### src/hdl/ledw_pkg.sv
// shared types and constants for the two-wire led display writer
package ledw_pkg;

  localparam int unsigned MAX_DIGITS = 4;
  localparam int unsigned CNT_W      = 3;
  localparam int unsigned DIG_IDX_W  = $clog2(MAX_DIGITS);

  // input transaction kinds
  localparam logic MODE_TICK    = 1'b0;
  localparam logic MODE_REQUEST = 1'b1;

  // configuration register indexes
  localparam logic [2:0] CFG_BRIGHTNESS      = 3'd0;
  localparam logic [2:0] CFG_DISPLAY_ON      = 3'd1;
  localparam logic [2:0] CFG_DATA_COMMAND    = 3'd2;
  localparam logic [2:0] CFG_ADDRESS_COMMAND = 3'd3;
  localparam logic [2:0] CFG_CONTROL_COMMAND = 3'd4;

  // reset values of the command bytes
  localparam logic [7:0] DATA_CMD_RST = 8'h40;
  localparam logic [7:0] ADDR_CMD_RST = 8'hC0;
  localparam logic [7:0] CTRL_CMD_RST = 8'h80;

  // frame indexes
  localparam logic [1:0] FRAME_DATA = 2'd0;
  localparam logic [1:0] FRAME_ADDR = 2'd1;
  localparam logic [1:0] FRAME_CTRL = 2'd2;

  // pin phase sequencer states
  typedef enum logic [4:0] {
    PH_IDLE = 5'd0,
    PH_S0   = 5'd1,
    PH_S1   = 5'd2,
    PH_S2   = 5'd3,
    PH_S3   = 5'd4,
    PH_B0   = 5'd5,
    PH_B1   = 5'd6,
    PH_B2   = 5'd7,
    PH_A0   = 5'd8,
    PH_A1   = 5'd9,
    PH_A2   = 5'd10,
    PH_A3   = 5'd11,
    PH_A4   = 5'd12,
    PH_P0   = 5'd13,
    PH_P1   = 5'd14,
    PH_P2   = 5'd15,
    PH_P3   = 5'd16
  } phase_t;

  // one result transaction
  typedef struct packed {
    logic clk_out;
    logic dio_out;
    logic dio_drive;
    logic busy_res;
    logic ack_missing;
    logic done_res;
  } res_t;

endpackage

### src/hdl/led_display_two_wire_writer_top.sv
// two-wire led display write master, one pin phase per tick transaction
//
// usage:
//   input channel (in_valid / in_stall): in_mode 1 is a write request that
//   latches four segment bytes, a byte count (saturated at four) and a start
//   digit; in_mode 0 is a tick that advances the pin sequencer by one phase.
//   three frames go out: data command, address command plus start digit with
//   the segment bytes, control command plus brightness and on bit.
//   requests while busy and ticks while idle leave the state untouched.
//   result channel (out_valid / out_stall): one result per input transaction
//   carrying the line levels after that transaction, busy, ack and done.
//   config port (cfg_valid / cfg_ready): always ready, index selects one of
//   brightness, display_on, data_command, address_command, control_command;
//   other indexes are dropped. write only while idle.
// timing: result registered; one transaction per cycle sustained unless
//   out_stall holds it, set by the single registered sequencer state update.
// stall: a two-entry output (result register plus skid register) lets the
//   block take one more transaction while a result waits; in_stall rises
//   only when both entries are full.
// reset: synchronous rst_n puts lines idle high, sequencer idle, config to
//   defaults and empties the output stages.
module led_display_two_wire_writer_top
  import ledw_pkg::*;
(
  input  logic       clk,
  input  logic       rst_n,
  // input channel
  input  logic       in_valid,
  output logic       in_stall,
  input  logic       in_mode,
  input  logic       in_dio_in,
  input  logic [7:0] in_segment_0,
  input  logic [7:0] in_segment_1,
  input  logic [7:0] in_segment_2,
  input  logic [7:0] in_segment_3,
  input  logic [2:0] in_digit_count,
  input  logic [1:0] in_start_digit,
  // result channel
  output logic       out_valid,
  input  logic       out_stall,
  output logic       out_clk_out,
  output logic       out_dio_out,
  output logic       out_dio_drive,
  output logic       out_busy_res,
  output logic       out_ack_missing,
  output logic       out_done_res,
  // config port
  input  logic       cfg_valid,
  output logic       cfg_ready,
  input  logic [2:0] cfg_index,
  input  logic [7:0] cfg_data
);

  // config registers
  logic [2:0] brightness_r;
  logic       display_on_r;
  logic [7:0] data_cmd_r;
  logic [7:0] addr_cmd_r;
  logic [7:0] ctrl_cmd_r;

  // sequencer state
  phase_t             phase_r, phase_nxt;
  logic [1:0]         frame_r, frame_nxt;
  logic [CNT_W-1:0]   sent_r, sent_nxt;
  logic [2:0]         bit_r, bit_nxt;
  logic [7:0]         shift_r, shift_nxt;
  logic [CNT_W-1:0]   wanted_r, wanted_nxt;
  logic [1:0]         first_addr_r, first_addr_nxt;
  logic               clk_lvl_r, clk_lvl_nxt;
  logic               dio_lvl_r, dio_lvl_nxt;
  logic               dio_drv_r, dio_drv_nxt;
  logic               ack_r, ack_nxt;
  logic               done_nxt;

  // segment byte store, written whole on each request accepted while idle
  logic [7:0] digit_store_r [MAX_DIGITS];

  // output stages
  logic out_v_r, skid_v_r;
  res_t out_r, skid_r, res_nxt;

  logic       in_acc;
  logic       out_acc;
  logic       start_req;
  logic       tick_adv;
  logic [2:0] bit_inc;
  logic       more_digits;
  logic [7:0] frame_byte;
  logic [3:0] ctrl_nib;
  logic [CNT_W-1:0] count_sat;

  assign cfg_ready = 1'b1;
  assign in_stall  = skid_v_r;
  assign in_acc    = in_valid & ~skid_v_r;
  assign out_acc   = out_v_r & ~out_stall;

  assign start_req = in_acc & (in_mode == MODE_REQUEST) & (phase_r == PH_IDLE);
  assign tick_adv  = in_acc & (in_mode == MODE_TICK) & (phase_r != PH_IDLE);

  assign bit_inc     = bit_r + 3'd1;
  assign more_digits = (frame_r == FRAME_ADDR) && (sent_r < wanted_r);
  assign ctrl_nib    = {display_on_r, brightness_r};
  assign count_sat   = (in_digit_count > CNT_W'(MAX_DIGITS)) ? CNT_W'(MAX_DIGITS)
                                                             : in_digit_count;

  // command byte of the current frame
  always_comb begin
    unique case (frame_r)
      FRAME_DATA: frame_byte = data_cmd_r;
      FRAME_ADDR: frame_byte = addr_cmd_r + {6'd0, first_addr_r};
      default:    frame_byte = ctrl_cmd_r + {4'd0, ctrl_nib};
    endcase
  end

  // next phase
  always_comb begin
    phase_nxt = phase_r;
    if (start_req) begin
      phase_nxt = PH_S0;
    end else if (tick_adv) begin
      unique case (phase_r)
        PH_S0:   phase_nxt = PH_S1;
        PH_S1:   phase_nxt = PH_S2;
        PH_S2:   phase_nxt = PH_S3;
        PH_S3:   phase_nxt = PH_B0;
        PH_B0:   phase_nxt = PH_B1;
        PH_B1:   phase_nxt = PH_B2;
        PH_B2:   phase_nxt = (bit_inc == 3'd0) ? PH_A0 : PH_B0;
        PH_A0:   phase_nxt = PH_A1;
        PH_A1:   phase_nxt = PH_A2;
        PH_A2:   phase_nxt = PH_A3;
        PH_A3:   phase_nxt = PH_A4;
        PH_A4:   phase_nxt = more_digits ? PH_B0 : PH_P0;
        PH_P0:   phase_nxt = PH_P1;
        PH_P1:   phase_nxt = PH_P2;
        PH_P2:   phase_nxt = PH_P3;
        PH_P3:   phase_nxt = (frame_r >= FRAME_CTRL) ? PH_IDLE : PH_S0;
        default: phase_nxt = PH_IDLE;
      endcase
    end
  end

  // pin levels, counters and shifter for this phase
  always_comb begin
    frame_nxt      = frame_r;
    sent_nxt       = sent_r;
    bit_nxt        = bit_r;
    shift_nxt      = shift_r;
    wanted_nxt     = wanted_r;
    first_addr_nxt = first_addr_r;
    clk_lvl_nxt    = clk_lvl_r;
    dio_lvl_nxt    = dio_lvl_r;
    dio_drv_nxt    = dio_drv_r;
    ack_nxt        = ack_r;
    done_nxt       = 1'b0;
    if (start_req) begin
      wanted_nxt     = count_sat;
      first_addr_nxt = in_start_digit;
      frame_nxt      = FRAME_DATA;
      sent_nxt       = '0;
      bit_nxt        = '0;
    end else if (tick_adv) begin
      if (phase_r == PH_A3) begin
        ack_nxt = in_dio_in;
      end
      unique case (phase_r)
        PH_S0: begin
          dio_drv_nxt = 1'b1;
          dio_lvl_nxt = 1'b1;
        end
        PH_S1: clk_lvl_nxt = 1'b1;
        PH_S2: dio_lvl_nxt = 1'b0;
        PH_S3: begin
          clk_lvl_nxt = 1'b0;
          shift_nxt   = frame_byte;
          bit_nxt     = '0;
        end
        PH_B0: clk_lvl_nxt = 1'b0;
        PH_B1: dio_lvl_nxt = shift_r[0];
        PH_B2: begin
          clk_lvl_nxt = 1'b1;
          shift_nxt   = {1'b0, shift_r[7:1]};
          bit_nxt     = bit_inc;
        end
        PH_A0: clk_lvl_nxt = 1'b0;
        PH_A1: dio_lvl_nxt = 1'b1;
        PH_A2: clk_lvl_nxt = 1'b1;
        PH_A3: dio_drv_nxt = 1'b0;
        PH_A4: begin
          // re-drive at the sampled ack level
          dio_drv_nxt = 1'b1;
          dio_lvl_nxt = ack_r;
          if (more_digits) begin
            shift_nxt = digit_store_r[sent_r[DIG_IDX_W-1:0]];
            sent_nxt  = sent_r + CNT_W'(1);
            bit_nxt   = '0;
          end
        end
        PH_P0: begin
          dio_drv_nxt = 1'b1;
          clk_lvl_nxt = 1'b0;
        end
        PH_P1: dio_lvl_nxt = 1'b0;
        PH_P2: clk_lvl_nxt = 1'b1;
        PH_P3: begin
          dio_lvl_nxt = 1'b1;
          if (frame_r >= FRAME_CTRL) begin
            frame_nxt = FRAME_DATA;
            done_nxt  = 1'b1;
          end else begin
            frame_nxt = frame_r + 2'd1;
          end
        end
        default: ;
      endcase
    end
  end

  always_comb begin
    res_nxt.clk_out     = clk_lvl_nxt;
    res_nxt.dio_out     = dio_lvl_nxt;
    res_nxt.dio_drive   = dio_drv_nxt;
    res_nxt.busy_res    = (phase_nxt != PH_IDLE);
    res_nxt.ack_missing = ack_nxt;
    res_nxt.done_res    = done_nxt;
  end

  // config writes
  always_ff @(posedge clk) begin
    if (!rst_n) begin
      brightness_r <= '0;
      display_on_r <= 1'b0;
      data_cmd_r   <= DATA_CMD_RST;
      addr_cmd_r   <= ADDR_CMD_RST;
      ctrl_cmd_r   <= CTRL_CMD_RST;
    end else if (cfg_valid && cfg_ready) begin
      unique case (cfg_index)
        CFG_BRIGHTNESS:      brightness_r <= cfg_data[2:0];
        CFG_DISPLAY_ON:      display_on_r <= cfg_data[0];
        CFG_DATA_COMMAND:    data_cmd_r   <= cfg_data;
        CFG_ADDRESS_COMMAND: addr_cmd_r   <= cfg_data;
        CFG_CONTROL_COMMAND: ctrl_cmd_r   <= cfg_data;
        default: ;
      endcase
    end
  end

  // sequencer state update
  always_ff @(posedge clk) begin
    if (!rst_n) begin
      phase_r      <= PH_IDLE;
      frame_r      <= FRAME_DATA;
      sent_r       <= '0;
      bit_r        <= '0;
      shift_r      <= '0;
      wanted_r     <= '0;
      first_addr_r <= '0;
      clk_lvl_r    <= 1'b1;
      dio_lvl_r    <= 1'b1;
      dio_drv_r    <= 1'b1;
      ack_r        <= 1'b0;
    end else begin
      phase_r      <= phase_nxt;
      frame_r      <= frame_nxt;
      sent_r       <= sent_nxt;
      bit_r        <= bit_nxt;
      shift_r      <= shift_nxt;
      wanted_r     <= wanted_nxt;
      first_addr_r <= first_addr_nxt;
      clk_lvl_r    <= clk_lvl_nxt;
      dio_lvl_r    <= dio_lvl_nxt;
      dio_drv_r    <= dio_drv_nxt;
      ack_r        <= ack_nxt;
    end
  end

  // segment store, no reset
  always_ff @(posedge clk) begin
    if (start_req) begin
      digit_store_r[0] <= in_segment_0;
      digit_store_r[1] <= in_segment_1;
      digit_store_r[2] <= in_segment_2;
      digit_store_r[3] <= in_segment_3;
    end
  end

  // output register plus skid register
  always_ff @(posedge clk) begin
    if (!rst_n) begin
      out_v_r  <= 1'b0;
      skid_v_r <= 1'b0;
    end else begin
      if (skid_v_r) begin
        if (out_acc) begin
          skid_v_r <= 1'b0;
        end
      end else if (in_acc) begin
        if (out_v_r && !out_acc) begin
          skid_v_r <= 1'b1;
        end else begin
          out_v_r <= 1'b1;
        end
      end else if (out_acc) begin
        out_v_r <= 1'b0;
      end
    end
  end

  always_ff @(posedge clk) begin
    if (skid_v_r) begin
      if (out_acc) begin
        out_r <= skid_r;
      end
    end else if (in_acc) begin
      if (out_v_r && !out_acc) begin
        skid_r <= res_nxt;
      end else begin
        out_r <= res_nxt;
      end
    end
  end

  assign out_valid       = out_v_r;
  assign out_clk_out     = out_r.clk_out;
  assign out_dio_out     = out_r.dio_out;
  assign out_dio_drive   = out_r.dio_drive;
  assign out_busy_res    = out_r.busy_res;
  assign out_ack_missing = out_r.ack_missing;
  assign out_done_res    = out_r.done_res;

  // skid entry only ever backs up a full result register
  a_skid_behind_out: assert property (@(posedge clk) disable iff (!rst_n)
    skid_v_r |-> out_v_r)
    else $error("skid register full while result register empty");

  // the data line is only released in phase PH_A4, the acknowledge slot
  a_release_in_ack: assert property (@(posedge clk) disable iff (!rst_n)
    !dio_drv_r |-> (phase_r == PH_A4))
    else $error("data line released outside acknowledge slot");

  // idle sequencer always sits on the first frame
  a_idle_frame: assert property (@(posedge clk) disable iff (!rst_n)
    (phase_r == PH_IDLE) |-> (frame_r == FRAME_DATA))
    else $error("idle with nonzero frame number");

  // done only on the tick that ends the control frame stop
  a_done_leaves_busy: assert property (@(posedge clk) disable iff (!rst_n)
    (tick_adv && done_nxt) |=> (phase_r == PH_IDLE))
    else $error("done flagged without returning to idle");

endmodule

### config.mk
export PLATFORM = sky130hd
export DESIGN_NAME = led_display_two_wire_writer_top
export DESIGN_NICKNAME = d
export VERILOG_FILES = /design/src/hdl/ledw_pkg.sv /design/src/hdl/led_display_two_wire_writer_top.sv
export SDC_FILE = /design/constraint.sdc
export NUM_CORES = 1
export LEC_CHECK = 0
export BUFFER_PORTS_ARGS = -buffer_cell sky130_fd_sc_hd__buf_2
export CORE_UTILIZATION = 52
export CTS_BUF_LIST = sky130_fd_sc_hd__clkbuf_4
export CTS_CLUSTER_DIAMETER = 40
export DETAILED_ROUTE_END_ITERATION = 7
export PLACE_DENSITY = 0.81
export SLEW_MARGIN = 20
export SYNTH_ARGS = -nofsm -noshare
export SYNTH_HDL_FRONTEND = slang
export SYNTH_SLANG_ARGS = --single-unit
### constraint.sdc
create_clock -name clk -period 7.1 [get_ports clk]
set_clock_uncertainty 0.2 [all_clocks]
set_input_delay 1.42 -clock clk [delete_from_list [all_inputs] [get_ports clk]]
set_output_delay 1.42 -clock clk [all_outputs]
set_load 0.03 [all_outputs]
=== After elaboration in Yosys (flattened, before gate mapping) ===
Memory sizes are Yosys's and may differ from the RTL's. A register that Yosys moved wholly into a read port is not among the register bits.
Index checks and enable logic that the tools add are counted.
Widths: inputs -> output; s select.

* Register bits after elaboration: 72
* RAM bits: 32
* Output and inout port bits: 9
* Logic and storage cells: 149
* Memories kept: 1

* Add/sub/neg operators: 5
* $lt $le $gt $ge: 3
* Equal/unequal tests: 25
* Muxes and demuxes: 44
* Bitwise logic cells: 11
* Reduce and logical (&&, ||, !) cells: 30

{| class="wikitable"
|+ Memory list
! memory !! words !! bits a word !! read ports !! clocked after memory_dff !! write ports !! RTL line !! text
|-
| digit_store_r || 4 || 8 || 1 || 1 || 4 || led_display_two_wire_writer_top.sv:76 || <nowiki>logic [7:0] digit_store_r [MAX_DIGITS];</nowiki>
|}

{| class="wikitable"
|+ Operators with widths
! operator !! number
|-
| $pmux 5 s16 || 1
|-
| $eq 5x4->1 const B || 8
|-
| $mux 6 || 4
|-
| $pmux 8 s3 || 1
|-
| $mux 1 || 23
|-
| $eq 5x3->1 const B || 4
|-
| $pmux 8 s2 || 1
|-
| $reduce_and 3->1 || 5
|-
| $reduce_and 2->1 || 6
|-
| $eq 5x2->1 const B || 2
|-
| $mux 5 || 2
|-
| $reduce_bool 5->1 || 2
|-
| $pmux 3 s3 || 1
|-
| $add 8x2->8 || 1
|-
| $add 8x4->8 || 1
|-
| $mux 4 || 2
|-
| $mux 8 || 1
|-
| $reduce_or 4->1 || 2
|-
| $add 3x1->3 const B || 2
|-
| $and 1x1->1 || 6
|-
| $eq 3x2->1 const B || 2
|-
| $logic_not 3->1 || 2
|-
| $mux 2 || 3
|-
| $mux 3 || 2
|-
| other kinds (23) || 34
|}

=== Logic depth before layout (Yosys ltp) ===
* Depth in word-level cells: 10
* Mapped depth: 8
* Mapped depth without buffers: 8

=== Least setup slack after synthesis ===
OpenSTA, ideal clock, no wires.

* Kind: input-to-reg
* From: input in_valid
* To: memory digit_store_r[0][0] (enable)
* Setup time: 387 ps
* Data arrival time: 2698 ps
* Setup slack: 3816 ps
* Stages: 4
* Buffers on the path: 0
* Path through: nand2b_1 > nor3b_2 > nand2_2 > inv_1

{| class="wikitable"
|+ RTL lines
! item !! RTL line !! text
|-
| start: declaration || led_display_two_wire_writer_top.sv:28 || <nowiki>input logic in_valid,</nowiki>
|-
| end: declaration || led_display_two_wire_writer_top.sv:76 ||
|}

=== Worst setup path in the final report ===
* From: input in_mode
* To: register out_r (netlist bit out_clk_out) (data pin)

* Longest elaborated chain between the ends: 8

{| class="wikitable"
|+ Ends and longest elaborated chain
! item !! RTL line !! text
|-
| start: declaration || led_display_two_wire_writer_top.sv:30 || <nowiki>input logic in_mode,</nowiki>
|-
| $not 1->1 || led_display_two_wire_writer_top.sv:98 || <nowiki>assign tick_adv = in_acc & (in_mode == MODE_TICK) & (phase_r != PH_IDLE);</nowiki>
|-
| $and 1x1->1 (2 in a row) || led_display_two_wire_writer_top.sv:98 ||
|-
| $mux 1 || led_display_two_wire_writer_top.sv:162 || <nowiki>end else if (tick_adv) begin</nowiki>
|-
| $mux 1 * || led_display_two_wire_writer_top.sv:156 || <nowiki>if (start_req) begin</nowiki>
|-
| $mux 6 * || led_display_two_wire_writer_top.sv:315 || <nowiki>if (out_v_r && !out_acc) begin</nowiki>
|-
| $mux 6 * || led_display_two_wire_writer_top.sv:314 || <nowiki>end else if (in_acc) begin</nowiki>
|-
| $mux 6 * || led_display_two_wire_writer_top.sv:310 || <nowiki>if (skid_v_r) begin</nowiki>
|-
| end signal: assignment || led_display_two_wire_writer_top.sv:312 || <nowiki>out_r <= skid_r;</nowiki>
|-
| end signal: assignment || led_display_two_wire_writer_top.sv:318 || <nowiki>out_r <= res_nxt;</nowiki>
|-
| end: declaration || led_display_two_wire_writer_top.sv:80 || <nowiki>res_t out_r, skid_r, res_nxt;</nowiki>
|}

Mark *: on every way between the ends. The rest lies on a longest branch, timed or not. The select of a mux whose other input is x is not followed.
A chain may end at the register's enable or synchronous reset.

==> flow_summary.yaml <==
status:
  status: "complete, no violations"
critical_path:
  cp-end-kind: "flop"
  cp.required_ns: 7.15
  crit_type: "input port to flop"
  r2r-start: "phase_r[1]"
  critPathLaunch: "in_mode"
  cp_max_fo: 10
  reg2reg_setup_slack_ns: 4.27
  startpoint_type: "input port"
  critPathArrivalTime_ns: 3.08
routing:
  routed_wl_um: 10500
  drc: 0
  drtIter0Drc: 171
  drtPass1Iterations: 5
  wl_per_cell_um: 15.6
  final_antenna_net_count: 0
  num_vias: 3885
  vias_per_cell: 5.75
floorplan:
  core_region_area_um2: 9280
  die_area_um2: 10100
  die_h_um: 100
  ios: 64
  initial_utilization: 0.542
  chipWidth_um: 100
  rows: 35
sta:
  finalCriticalPeriod_ns: 3.04
  slew_viol_final: 0
  max_freq_ghz: 0.329
  rsz0062_at_grt: "no"
  fin_crit_sh: 0.428
  worst_pin_slew_ns: 0.948
  setup_viol: 0
  relSlewSlack: 0.362
  setup_tns_ns: 0
  hold_viol: 0
clock_network:
  clk_pin_slew_ns: 0.18
  clock-sinks: 106
  root_buffer: "clkbuf_4"
  clock_path_buffers: 2
  post_cts_buffers: 0
  insertion_delay_ns: 0.47
  ctsHoldBuffers: 0
  cts_resized: 0
  cts_tree: "done"
  h-tree-depth: 3
  cts_made_buffers: 9
layout:
  final_common_cell: "nand2_1"
  nets: 610
  mostFrequentLayoutCells: "nand2_1 (79), dfxtp_1 (62), buf_2 (62), edfxtp_1 (44), a21oi_1 (43)"
  diodes: 0
  drive_gt1_frac: 0.185
  syn2layout_area_growth_pct: 9.40
global_route:
  grt_start_max_net_pins: 35
  grt_pass1_wl_um: 17600
  grt.total_usage: 0.223
  antenna_found_initial: 0
  overflow: 0
  grt_pass1_vias: 3811
pwr:
  irDropWorstVdd_mv: 0.133
  power-per-cell-area_nw_per_um2: 196
  leakage_nw: 2.02
  finalPower_mw: 1.08
min_path:
  hp-class: "flop to flop"
  holdCritStartpoint: "data_cmd_r[2]"
logic_synthesis:
  synth_cell_types: 71
  synth_area_leaders: "edfxtp_1 (26%), dfxtp_1 (25%), nand2_1 (5.9%)"
  syn_nets: 568
  syn_area_um2: 5030
  async_reset_ff_frac: 0
  syn_inst: 500
  yosys.area.top_type: "edfxtp_1"
  ys.flop_type: "dfxtp_1"
  ys_seq_area_frac: 0.509
  synth_seq_cells: 106
  synth_edf_count: 44
  synth_top_area_frac: 0.263
  ys_warn_count: 0
  syn_area_per_cell_um2: 10.1
place:
  portBuffers: 62
  place_hpwl_um: 7510
  place_congestion: 0.902
job:
  cap_viol_max_count: 0
[synth_stat cells, types with 3 or more instances]
cell type / number
and3_1: 4
dfxtp_1: 62
edfxtp_1: 44
mux4_2: 8
nor3b_1: 3
mux2i_1: 8
inv_1: 14
o21a_1: 3
and2_1: 6
o21ai_0: 22
nand4_1: 4
ha_1: 11
a21oi_1: 43
a211o_1: 4
a222oi_1: 3
nand2b_1: 3
xnor2_1: 6
a211oi_1: 4
a31oi_1: 5
nor2b_1: 8
nor3_1: 5
buf_2: 7
nor2_1: 32
nand3b_1: 3
xor2_1: 7
a221oi_1: 3
clkbuf_1: 17
a21o_1: 5
buf_1: 3
a22oi_1: 4
nand3_1: 17
nand2_1: 79
[critical path: stages]
cell,delay (ns)
buf_2,0.16
nor3b_4,0.45
nand2b_2,0.13
or3_1,0.36
a222oi_1,0.43
a21oi_1,0.12
[stage by stage]
| stage | setup WS [ns] | std cells | hold slack (ns) | utilization | cell area, um^2 |
|---|---|---|---|---|---|
| final | 4.06 | 676 | 0.269 | 0.593 | 5500 |
| after global routing | 3.96 | 676 | 0.298 | 0.593 | 5500 |
| after CTS | 3.79 | 676 | 0.269 | 0.593 | 5500 |
| after detailed placement | 3.27 | 660 | 0.248 | 0.577 | 5350 |
| after global placement | 3.38 | 660 | 0.241 | 0.577 | 5350 |
| after floorplan | 3.82 | 500 | 0.227 | - | 5030 |
[kinds of logic (layout without fill, tap and decap cells)]
| family | Yosys count | after routing | share of synthesized area |
|---|---|---|---|
| mux | 19 | 19 | 0.0592 |
| xor+xnor | 13 | 13 | 0.0226 |
| fa+ha+maj | 13 | 13 | 0.0353 |
| flops | 106 | 106 | 0.509 |
| other cells | 1 | 1 | 0.000746 |
| buf+inv | 46 | 93 | 0.0405 |
| compound gates | 118 | 118 | 0.151 |
| simple gates | 184 | 184 | 0.181 |
[power breakdown]
part	internal, mW	switching [mW]
Clock	0.0861	0.226
Sequential	0.657	0.0150
Combinational	0.0380	0.0579
[area by class of cell]
cell class	count	area (um^2)
clock buffers	9	67.6
clock inverters	7	81.3
fillers	815	3780
inverters	15	56.3
multi-input cells	348	2260
flip-flops and latches	106	2560
well taps	129	161
repair buffers	62	310
[worst paths after layout]
path	endpoint	depth (start not counted)
setup / recovery	out_clk_out	6
hold / removal	data_cmd_r[2]	2
setup reg to reg	digit_store_r[0][1]	4
hold reg to reg	data_cmd_r[2]	2
[registers in the layout (all words and copies together), names as in the netlist, 5 cells and up, named ones only]
| register | flops |
|---|---|
| phase_r | 5 |
| skid_r | 6 |
| addr_cmd_r | 8 |
| ctrl_cmd_r | 8 |
| shift_r | 8 |
| data_cmd_r | 8 |
| digit_store_r | 32 |
[layer usage]
metal / GRT usage / routed length, um / up-vias
li1: - / - / 1892
met1: 0.270 / 4420 / 1834
met3: 0.0369 / 529 / 28
met5: 0 / 0 / -
met2: 0.393 / 5310 / 131
met4: 0.0981 / 279 / 0
(Power assumes the default switching activity.)
